[config.mk]
export PLATFORM = sky130hd
export DESIGN_NAME = x86_64_instruction_length_decoder
export DESIGN_NICKNAME = d
export VERILOG_FILES = /design/src/sv/x86ild_pkg.sv /design/src/sv/x86ild_step.sv /design/src/sv/x86_64_instruction_length_decoder.sv
export SDC_FILE = /design/constraint.sdc
export NUM_CORES = 1
export LEC_CHECK = 0
export BUFFER_PORTS_ARGS = -buffer_cell sky130_fd_sc_hd__buf_2
export CORE_MARGIN = 3
export CORE_UTILIZATION = 45
export CTS_CLUSTER_SIZE = 30
export DETAILED_ROUTE_END_ITERATION = 7
export PLACE_DENSITY_LB_ADDON = 0.12
export SLEW_MARGIN = 20
export SYNTH_ARGS = -nofsm -noshare
export SYNTH_HDL_FRONTEND = slang
export SYNTH_SLANG_ARGS = --single-unit
[constraint.sdc]
create_clock -name clk_i -period 6.5 [get_ports clk_i]
set_input_delay 1.3 -clock clk_i [delete_from_list [all_inputs] [get_ports clk_i]]
set_output_delay 1.3 -clock clk_i [all_outputs]
set_load 0.05 [all_outputs]
[src/sv/x86ild_pkg.sv]
// Shared types, constants and opcode tables of the x86-64 length decoder.
package x86ild_pkg;

  typedef enum logic [2:0] {
    PhIdle  = 3'd0,
    PhPfx   = 3'd1,
    PhEsc   = 3'd2,
    PhMap3  = 3'd3,
    PhModrm = 3'd4,
    PhSib   = 3'd5
  } phase_e;

  // opcode map codes
  localparam logic [1:0] MapOneByte = 2'd0;
  localparam logic [1:0] Map0F      = 2'd1;
  localparam logic [1:0] Map0F38    = 2'd2;
  localparam logic [1:0] Map0F3A    = 2'd3;

  // table flag bits
  localparam logic [7:0] FModrm = 8'h01;
  localparam logic [7:0] FImm8  = 8'h02;
  localparam logic [7:0] FImm16 = 8'h04;
  localparam logic [7:0] FImm32 = 8'h08;
  localparam logic [7:0] FRel8  = 8'h20;
  localparam logic [7:0] FRel32 = 8'h40;

  localparam logic [4:0] MaxLen = 5'd15;

  typedef struct packed {
    phase_e      phase;
    logic [3:0]  pos;
    logic        rex_w;
    logic        opsz;
    logic        adsz;
    logic [1:0]  map;
    logic [7:0]  opc;
    logic [7:0]  flags;
    logic [7:0]  modrm;
  } state_t;

  typedef struct packed {
    logic        valid;
    logic [3:0]  len;
    logic        inv;
  } result_t;

  localparam logic [7:0] MapOne [256] = '{
    8'h01,8'h01,8'h01,8'h01,8'h02,8'h08,8'h00,8'h00,
    8'h01,8'h01,8'h01,8'h01,8'h02,8'h08,8'h00,8'h00,
    8'h01,8'h01,8'h01,8'h01,8'h02,8'h08,8'h00,8'h00,
    8'h01,8'h01,8'h01,8'h01,8'h02,8'h08,8'h00,8'h00,
    8'h01,8'h01,8'h01,8'h01,8'h02,8'h08,8'h80,8'h00,
    8'h01,8'h01,8'h01,8'h01,8'h02,8'h08,8'h80,8'h00,
    8'h01,8'h01,8'h01,8'h01,8'h02,8'h08,8'h80,8'h00,
    8'h01,8'h01,8'h01,8'h01,8'h02,8'h08,8'h80,8'h00,
    8'h80,8'h80,8'h80,8'h80,8'h80,8'h80,8'h80,8'h80,
    8'h80,8'h80,8'h80,8'h80,8'h80,8'h80,8'h80,8'h80,
    8'h00,8'h00,8'h00,8'h00,8'h00,8'h00,8'h00,8'h00,
    8'h00,8'h00,8'h00,8'h00,8'h00,8'h00,8'h00,8'h00,
    8'h00,8'h00,8'h01,8'h01,8'h80,8'h80,8'h80,8'h80,
    8'h08,8'h09,8'h02,8'h03,8'h00,8'h00,8'h00,8'h00,
    8'h20,8'h20,8'h20,8'h20,8'h20,8'h20,8'h20,8'h20,
    8'h20,8'h20,8'h20,8'h20,8'h20,8'h20,8'h20,8'h20,
    8'h03,8'h09,8'h03,8'h03,8'h01,8'h01,8'h01,8'h01,
    8'h01,8'h01,8'h01,8'h01,8'h01,8'h01,8'h01,8'h01,
    8'h00,8'h00,8'h00,8'h00,8'h00,8'h00,8'h00,8'h00,
    8'h00,8'h00,8'h0C,8'h00,8'h00,8'h00,8'h00,8'h00,
    8'h10,8'h10,8'h10,8'h10,8'h00,8'h00,8'h00,8'h00,
    8'h02,8'h08,8'h00,8'h00,8'h00,8'h00,8'h00,8'h00,
    8'h02,8'h02,8'h02,8'h02,8'h02,8'h02,8'h02,8'h02,
    8'h10,8'h10,8'h10,8'h10,8'h10,8'h10,8'h10,8'h10,
    8'h03,8'h03,8'h04,8'h00,8'h01,8'h01,8'h03,8'h09,
    8'h06,8'h00,8'h04,8'h00,8'h00,8'h02,8'h00,8'h00,
    8'h01,8'h01,8'h01,8'h01,8'h02,8'h02,8'h00,8'h00,
    8'h01,8'h01,8'h01,8'h01,8'h01,8'h01,8'h01,8'h01,
    8'h20,8'h20,8'h20,8'h20,8'h02,8'h08,8'h02,8'h08,
    8'h40,8'h40,8'h0C,8'h20,8'h00,8'h00,8'h00,8'h00,
    8'h80,8'h00,8'h80,8'h80,8'h00,8'h00,8'h01,8'h01,
    8'h00,8'h00,8'h00,8'h00,8'h00,8'h00,8'h01,8'h01
  };

  localparam logic [7:0] Map0FTab [256] = '{
    8'h01,8'h01,8'h01,8'h01,8'h00,8'h00,8'h00,8'h00,
    8'h00,8'h00,8'h00,8'h00,8'h00,8'h01,8'h00,8'h00,
    8'h01,8'h01,8'h01,8'h01,8'h01,8'h01,8'h01,8'h01,
    8'h01,8'h01,8'h01,8'h01,8'h01,8'h01,8'h01,8'h01,
    8'h01,8'h01,8'h01,8'h01,8'h00,8'h00,8'h00,8'h00,
    8'h01,8'h01,8'h01,8'h01,8'h01,8'h01,8'h01,8'h01,
    8'h00,8'h00,8'h00,8'h00,8'h00,8'h00,8'h00,8'h00,
    8'h01,8'h00,8'h01,8'h00,8'h01,8'h01,8'h01,8'h01,
    8'h01,8'h01,8'h01,8'h01,8'h01,8'h01,8'h01,8'h01,
    8'h01,8'h01,8'h01,8'h01,8'h01,8'h01,8'h01,8'h01,
    8'h01,8'h01,8'h01,8'h01,8'h01,8'h01,8'h01,8'h01,
    8'h01,8'h01,8'h01,8'h01,8'h01,8'h01,8'h01,8'h01,
    8'h01,8'h01,8'h01,8'h01,8'h01,8'h01,8'h01,8'h01,
    8'h01,8'h01,8'h01,8'h01,8'h01,8'h01,8'h01,8'h01,
    8'h03,8'h03,8'h03,8'h03,8'h01,8'h01,8'h01,8'h00,
    8'h01,8'h01,8'h00,8'h00,8'h01,8'h01,8'h01,8'h01,
    8'h40,8'h40,8'h40,8'h40,8'h40,8'h40,8'h40,8'h40,
    8'h40,8'h40,8'h40,8'h40,8'h40,8'h40,8'h40,8'h40,
    8'h01,8'h01,8'h01,8'h01,8'h01,8'h01,8'h01,8'h01,
    8'h01,8'h01,8'h01,8'h01,8'h01,8'h01,8'h01,8'h01,
    8'h00,8'h00,8'h00,8'h01,8'h03,8'h01,8'h00,8'h00,
    8'h00,8'h00,8'h00,8'h01,8'h03,8'h01,8'h01,8'h01,
    8'h01,8'h01,8'h01,8'h01,8'h01,8'h01,8'h01,8'h01,
    8'h01,8'h00,8'h03,8'h01,8'h01,8'h01,8'h01,8'h01,
    8'h01,8'h01,8'h03,8'h01,8'h03,8'h03,8'h03,8'h01,
    8'h00,8'h00,8'h00,8'h00,8'h00,8'h00,8'h00,8'h00,
    8'h01,8'h01,8'h01,8'h01,8'h01,8'h01,8'h01,8'h01,
    8'h01,8'h01,8'h01,8'h01,8'h01,8'h01,8'h01,8'h01,
    8'h01,8'h01,8'h01,8'h01,8'h01,8'h01,8'h01,8'h01,
    8'h01,8'h01,8'h01,8'h01,8'h01,8'h01,8'h01,8'h01,
    8'h01,8'h01,8'h01,8'h01,8'h01,8'h01,8'h01,8'h01,
    8'h01,8'h01,8'h01,8'h01,8'h01,8'h01,8'h01,8'h00
  };

endpackage

[src/sv/x86ild_step.sv]
// Per-byte parse step: next parse state and the length result, if any.
module x86ild_step
  import x86ild_pkg::*;
(
  input  state_t      st_i,
  input  logic [7:0]  byte_i,
  input  logic        sof_i,
  output state_t      st_o,
  output result_t     res_o
);

  state_t      cur;
  state_t      nxt;
  logic [4:0]  cnt;
  logic        fin;
  logic        more;
  logic        aft;
  logic        use_imm;
  logic        have_modrm;
  phase_e      nph;
  logic [5:0]  base;
  logic [5:0]  total;
  logic [4:0]  imm;
  logic [1:0]  mod_f;
  logic [2:0]  rm_f;
  logic        grp3;

  function automatic logic is_prefix(input logic [7:0] b);
    return (b == 8'hF0) || (b == 8'hF2) || (b == 8'hF3) || (b == 8'h2E) ||
           (b == 8'h36) || (b == 8'h3E) || (b == 8'h26) || (b == 8'h64) ||
           (b == 8'h65) || (b == 8'h66) || (b == 8'h67) || (b[7:4] == 4'h4);
  endfunction

  function automatic logic [4:0] imm_bytes(input logic [7:0] fl, input logic opsz,
                                           input logic g3, input logic is_f6);
    logic [4:0] w;
    logic [4:0] n;
    w = opsz ? 5'd2 : 5'd4;
    n = '0;
    if (g3)               n = n + (is_f6 ? 5'd1 : w);
    if ((fl & FImm8)  != 0) n = n + 5'd1;
    if ((fl & FImm16) != 0) n = n + 5'd2;
    if ((fl & FImm32) != 0) n = n + w;
    if ((fl & FRel8)  != 0) n = n + 5'd1;
    if ((fl & FRel32) != 0) n = n + 5'd4;
    return n;
  endfunction

  always_comb begin
    cur        = st_i;
    fin        = 1'b0;
    more       = 1'b0;
    aft        = 1'b0;
    use_imm    = 1'b0;
    have_modrm = 1'b0;
    nph        = PhIdle;
    base       = '0;
    mod_f      = 2'd0;
    rm_f       = 3'd0;
    if (sof_i) begin
      cur       = '0;
      cur.phase = PhPfx;
    end
    nxt = cur;
    cnt = {1'b0, cur.pos} + 5'd1;

    unique case (cur.phase)
      PhPfx: begin
        if (is_prefix(byte_i)) begin
          if (byte_i == 8'h66) nxt.opsz = 1'b1;
          if (byte_i == 8'h67) nxt.adsz = 1'b1;
          if (byte_i[7:4] == 4'h4 && byte_i[3]) nxt.rex_w = 1'b1;
          more = 1'b1;
          nph  = PhPfx;
        end else begin
          nxt.opc = byte_i;
          if (byte_i == 8'h0F) begin
            more = 1'b1;
            nph  = PhEsc;
          end else begin
            nxt.map   = MapOneByte;
            nxt.flags = MapOne[byte_i];
            if (byte_i >= 8'hA0 && byte_i <= 8'hA3) begin
              // moffs width follows the address size
              fin  = 1'b1;
              base = {1'b0, cnt} + (cur.adsz ? 6'd4 : 6'd8);
            end else if (byte_i >= 8'hB8 && byte_i <= 8'hBF) begin
              fin  = 1'b1;
              base = {1'b0, cnt} + (cur.rex_w ? 6'd8 : 6'd4);
            end else begin
              aft = 1'b1;
            end
          end
        end
      end
      PhEsc: begin
        if (byte_i == 8'h38 || byte_i == 8'h3A) begin
          nxt.map = (byte_i == 8'h38) ? Map0F38 : Map0F3A;
          more    = 1'b1;
          nph     = PhMap3;
        end else begin
          nxt.map   = Map0F;
          nxt.opc   = byte_i;
          nxt.flags = Map0FTab[byte_i];
          aft       = 1'b1;
        end
      end
      PhMap3: begin
        nxt.opc   = byte_i;
        nxt.flags = FModrm | ((cur.map == Map0F3A) ? FImm8 : 8'h00);
        aft       = 1'b1;
      end
      PhModrm: begin
        nxt.modrm = byte_i;
        mod_f     = byte_i[7:6];
        rm_f      = byte_i[2:0];
        if (rm_f == 3'd4 && mod_f != 2'd3) begin
          more = 1'b1;
          nph  = PhSib;
        end else begin
          fin        = 1'b1;
          use_imm    = 1'b1;
          have_modrm = 1'b1;
          base = {1'b0, cnt} + ((mod_f == 2'd1) ? 6'd1 :
                                (mod_f == 2'd2) ? 6'd4 :
                                (mod_f == 2'd0 && rm_f == 3'd5) ? 6'd4 : 6'd0);
        end
      end
      PhSib: begin
        mod_f      = cur.modrm[7:6];
        fin        = 1'b1;
        use_imm    = 1'b1;
        have_modrm = 1'b1;
        base = {1'b0, cnt} + ((mod_f == 2'd1) ? 6'd1 : (mod_f == 2'd2) ? 6'd4 : 6'd0)
                           + ((mod_f == 2'd0 && byte_i[2:0] == 3'd5) ? 6'd4 : 6'd0);
      end
      default: begin
        // no open parse: drop the byte
        nxt.phase = PhIdle;
      end
    endcase

    // opcode done: fetch ModR/M or close out with the immediate
    if (aft) begin
      if ((nxt.flags & FModrm) != 0) begin
        more = 1'b1;
        nph  = PhModrm;
      end else begin
        fin     = 1'b1;
        use_imm = 1'b1;
        base    = {1'b0, cnt};
      end
    end

    grp3 = have_modrm && (nxt.map == MapOneByte) && (nxt.opc == 8'hF6 || nxt.opc == 8'hF7) &&
           (nxt.modrm[5:4] == 2'b00);
    imm  = imm_bytes(nxt.flags, nxt.opsz, grp3, nxt.opc == 8'hF6);
    total = base + (use_imm ? {1'b0, imm} : 6'd0);

    if (more) begin
      if (cnt >= MaxLen) begin
        fin   = 1'b1;
        total = 6'd16;
      end else begin
        nxt.pos   = cnt[3:0];
        nxt.phase = nph;
      end
    end
    if (fin) nxt.phase = PhIdle;

    st_o      = nxt;
    res_o.valid = fin;
    res_o.inv   = (total > {1'b0, MaxLen});
    res_o.len   = res_o.inv ? 4'd0 : total[3:0];
  end

endmodule

[src/sv/x86_64_instruction_length_decoder.sv]
// Top level of the x86-64 instruction length decoder.
//
// Usage:
//  - Input channel (in_valid_i / in_stall_o) moves one code byte per word, with
//    start_of_instruction_i marking the first byte of an instruction.
//  - Output channel (out_valid_o / out_stall_i) moves one length word per
//    decoded instruction: length_bytes_o, or is_invalid_o with length 0 when
//    the instruction would need more than 15 bytes.
//  - A byte is taken every cycle while in_stall_o is low. It lands in the
//    input register, is parsed in the next cycle, and its result (if it
//    decides the length) is written to the output register, which raises
//    out_valid_o until the word is taken.
//  - Throughput is one byte per cycle when not stalled, set by the single parse
//    step between the input register and the parse state register.
//  - Bytes after the deciding byte are dropped until the next start byte;
//    a new start abandons an undecided parse silently.
//  - When the receiver stalls, the output word holds; bytes that decide no
//    length keep flowing, and only a byte that would emit a second result
//    waits in the input register and raises in_stall_o.
//  - Reset clears the parse state to idle and empties both registers.
module x86_64_instruction_length_decoder
  import x86ild_pkg::*;
(
  input  logic        clk_i,
  input  logic        rst_ni,
  input  logic        in_valid_i,
  output logic        in_stall_o,
  input  logic [7:0]  code_byte_i,
  input  logic        start_of_instruction_i,
  output logic        out_valid_o,
  input  logic        out_stall_i,
  output logic [3:0]  length_bytes_o,
  output logic        is_invalid_o
);

  logic        in_valid_q;
  logic [7:0]  byte_q;
  logic        sof_q;
  state_t      st_q;
  state_t      st_d;
  result_t     res;
  logic        out_valid_q;
  logic [3:0]  len_q;
  logic        inv_q;
  logic        blocked;
  logic        adv;

  x86ild_step u_step (
    .st_i   (st_q),
    .byte_i (byte_q),
    .sof_i  (sof_q),
    .st_o   (st_d),
    .res_o  (res)
  );

  // hold the byte only when its result has nowhere to go
  assign blocked    = res.valid && out_valid_q && out_stall_i;
  assign adv        = in_valid_q && !blocked;
  assign in_stall_o = in_valid_q && blocked;

  always_ff @(posedge clk_i or negedge rst_ni) begin
    if (!rst_ni) begin
      in_valid_q <= 1'b0;
    end else if (!in_stall_o) begin
      in_valid_q <= in_valid_i;
    end
  end

  always_ff @(posedge clk_i) begin
    if (!in_stall_o && in_valid_i) begin
      byte_q <= code_byte_i;
      sof_q  <= start_of_instruction_i;
    end
  end

  // advance parse state once per consumed byte; all-zero state is idle
  always_ff @(posedge clk_i or negedge rst_ni) begin
    if (!rst_ni) begin
      st_q <= '0;
    end else if (adv) begin
      st_q <= st_d;
    end
  end

  always_ff @(posedge clk_i or negedge rst_ni) begin
    if (!rst_ni) begin
      out_valid_q <= 1'b0;
    end else if (adv && res.valid) begin
      out_valid_q <= 1'b1;
    end else if (!out_stall_i) begin
      out_valid_q <= 1'b0;
    end
  end

  always_ff @(posedge clk_i) begin
    if (adv && res.valid) begin
      len_q <= res.len;
      inv_q <= res.inv;
    end
  end

  assign out_valid_o    = out_valid_q;
  assign length_bytes_o = len_q;
  assign is_invalid_o   = inv_q;

endmodule

==> impl_metrics.csv <==
group,metric,value,unit
status,outcome,"finished clean",
floorplanning,core,9284,um2
worst_setup_path,crit_required,6550,ps
drt,viasPerCell,6.048,
logic_synthesis,synth_area_leader_cell,"dfrtp_1",
power,p_leak,2.088,nW
final_layout,final_common_cell,"nand2_1",
floorplanning,die_y,104.0,um
sta,tightestPinTransition,758.2,ps
sta,fin_crit,6104,ps
final_layout,diodes,0,
sta,slew_viol_final,0,
place,dp_hpwl,9682,um
floorplanning,num_rows,35,
final_layout,drive_above_1_share,18.00,%
grt,grt.total_usage,23.39,%
sta,max_clock_freq,0.1638,GHz
drt,vias,4173,
logic_synthesis,syn-cell-area,4318,um2
worst_setup_path,path_class,"reg -> reg",
logic_synthesis,yosys_warnings,0,
sta,post-route-period-util,93.91,%
cts,clk_pin_slew,90,ps
cts,cts_tree,"yes",
drt,drt-initial-drc-count,381,
worst_hold_path,hp-class,"reg -> reg",
grt,grt_pass1_vias,4033,
grt,grt_pass1_wl,20960,um
final_layout,syn_to_final_growth,13.39,%
worst_setup_path,reg2reg_slack,400,ps
drt,firstDrtPassIters,5,
worst_setup_path,cp_max_fo,6,
logic_synthesis,yosys.cell_types.count,75,
sta,hold_viol,0,
sta,relSlewSlack,49.46,%
floorplanning,dieArea,10810,um2
final_layout,utilization,52.74,%
cts,clk_latency,300,ps
logic_synthesis,ys_seq_area_share,27.70,%
cts,hold_buffers,0,
logic_synthesis,synthFlopType,"dfrtp_1",
sta,finClkSkew,13.50,ps
sta,setup-violations-final,0,
worst_hold_path,holdPathStages,2,
grt,antenna_found_initial,0,
worst_hold_path,hold_end,"st_q[16]$_DFFE_PN0P_",
worst_setup_path,critPathSlowestCell,"edfxtp_1",
logic_synthesis,synth_top_cell_area_share,17.97,%
worst_setup_path,regToRegStartpoint,"byte_q[3]$_DFFE_PP_",
cts,cts_buffer_depth,2,
drt,avgRoutedWirePerCell,18.36,um
worst_hold_path,worstHoldStart,"st_q[16]$_DFFE_PN0P_",
worst_setup_path,r2r_cells,26,
floorplanning,boundaryPins,20,
cts,clock-root-buffer,"clkbuf_8",
floorplanning,initial_core_util,46.51,%
logic_synthesis,syn_nets,558,
drt,wl,12670,um
final_layout,fill_cells,915,
floorplanning,die_w,104.0,um
logic_synthesis,async_flop_share,68.89,%
power,ir_worst_vdd,0.00009284,V
worst_setup_path,r2r-end,"length_bytes_o[2]$_SDFFCE_PN0P_",
grt,grt_max_degree,33,
worst_setup_path,max_stage_delay,510,ps
grt,grt_remaining_overflow,0,
place,portBuffers,19,
cts,numCtsBuffers,5,
final_layout,regArea,1197,um2
worst_setup_path,arrival,6160,ps
place,gp_congestion,0.9642,
drt,antenna_left,0,
flow_run,drv_cap,0,
power,p_per_area,246.7,nW/um2
power,total_power,1.208,mW
logic_synthesis,synth_edf_count,14,
final_layout,final_cell_mix,"49 x nand2_1, 48 x nor2_1, 43 x buf_4",
logic_synthesis,ys_ff_latch,45,
cts,cts_htree_levels,2,
final_layout,nets,601,
logic_synthesis,syn_inst,517,
cts,cts.sinks,45,
drt,drc_errors,0,
worst_setup_path,endpoint_kind,"flip-flop",
logic_synthesis,synth_area_per_cell,8.352,um2
logic_synthesis,synthTopCellsByArea,"dfrtp_1 18%, edfxtp_1 9.7%, ha_1 6.7%, o21ai_0 4.3%, nand2_1 4.3%",
worst_setup_path,cp-start-kind,"flip-flop",
final_layout,multi_input_area,2918,um2
worst_setup_path,path_common_cell,"ha_1",
-- cells in the mapped netlist, types with 7 or more instances --
cell type,instances
nand4_1,7
a21oi_1,32
nor3_1,8
a211oi_1,7
nand3_1,11
nor3b_1,7
nor2_1,49
nand2_1,49
nand2b_1,14
and2_1,7
nor2b_1,16
xor2_1,11
o21bai_1,7
buf_2,14
xnor2_1,7
edfxtp_1,14
ha_1,23
a22o_1,10
dfrtp_1,31
inv_1,24
o21ai_0,37
-- flip-flops by register name, summed over array words and instances (netlist names) --
name and flops:
st_q 29, byte_q 8, length_bytes_o 4, sof_q 1
out_valid_o 1, in_valid_q 1, is_invalid_o 1
-- repair_timing --
| item | 4_1_cts | 5_1_grt |
|---|---|---|
| setup buffers | 0 | 15 |
| setup endpoints to repair | 0 | 5 |
| resized for setup | 0 | 10 |
-- per-layer routing --
metal | global-route usage [%] | part of all wire (%)
met2 | 35.24 | 43
met4 | 7.597 | 2.7
met5 | 0 | 0
met3 | 3.600 | 6.1
met1 | 34.32 | 48
-- area by class of cell --
cell class              instances  share of cell area (%)
multi-input cells             421                   59.60
flip-flops and latches         45                   24.46
repair buffers                 63                   8.638
well taps                     129                   3.297
inverters                      24                   1.840
clock buffers                   6                   1.482
clock inverters                 2                  0.6900
-- power by group --
group,internal [mW],total [mW],switching [mW]
Sequential,0.369,0.427,0.0578
Clock,0.114,0.214,0.101
Combinational,0.211,0.566,0.356
-- how the worst max path moves through the flow --
| stage | startpoint | end | slack, ps | depth (start not counted) |
|---|---|---|---|---|
| after detailed placement | byte_q[1]$_DFFE_PP_ | length_bytes_o[2]$_SDFFCE_PN0P_ | 260 | 26 |
| final | byte_q[3]$_DFFE_PP_ | length_bytes_o[2]$_SDFFCE_PN0P_ | 400 | 26 |
| after CTS | byte_q[1]$_DFFE_PP_ | length_bytes_o[2]$_SDFFCE_PN0P_ | 210 | 26 |
| after floorplan | byte_q[2]$_DFFE_PP_ | length_bytes_o[2]$_SDFFCE_PN0P_ | 790 | 27 |
| after global routing | byte_q[3]$_DFFE_PP_ | length_bytes_o[2]$_SDFFCE_PN0P_ | -30 | 25 |
| after global placement | byte_q[1]$_DFFE_PP_ | length_bytes_o[2]$_SDFFCE_PN0P_ | 270 | 26 |
-- logic make-up after synthesis --
kind of cell               count (synthesis)  share of synthesized area [%]
and+or+nand+nor                          198                          23.79
adders and majority gates                 29                          9.215
AOI/OAI and AO/OA                        164                          27.15
buffers and inverters                     51                          5.535
xor gates and xnor gates                  18                          3.651
muxes                                     12                          2.956
DFF                                       45                          27.70
-- metrics by stage --
step	cell area, um2	std cells	hold slack (ps)	TNS (ps)	worst slack, ps
finish	4896	690	501.3	0	395.6
global route	4896	690	534.4	-39.14	-33.72
CTS	4750	675	503.1	0	211.3
detailed placement	4643	667	480.1	0	265.0
global placement	4643	667	466.6	0	271.7
floorplan	4318	517	449.5	0	785.4
-- critical path: cells and delay by family (launching register included) --
family          cells  cell delay (ps)
compound gates      9             1790
simple gates        9             1630
fa+ha+maj           4             1200
flops               1              510
xor+xnor            3              480
mux                 1              280
Power figures use the tool's default switching activity.
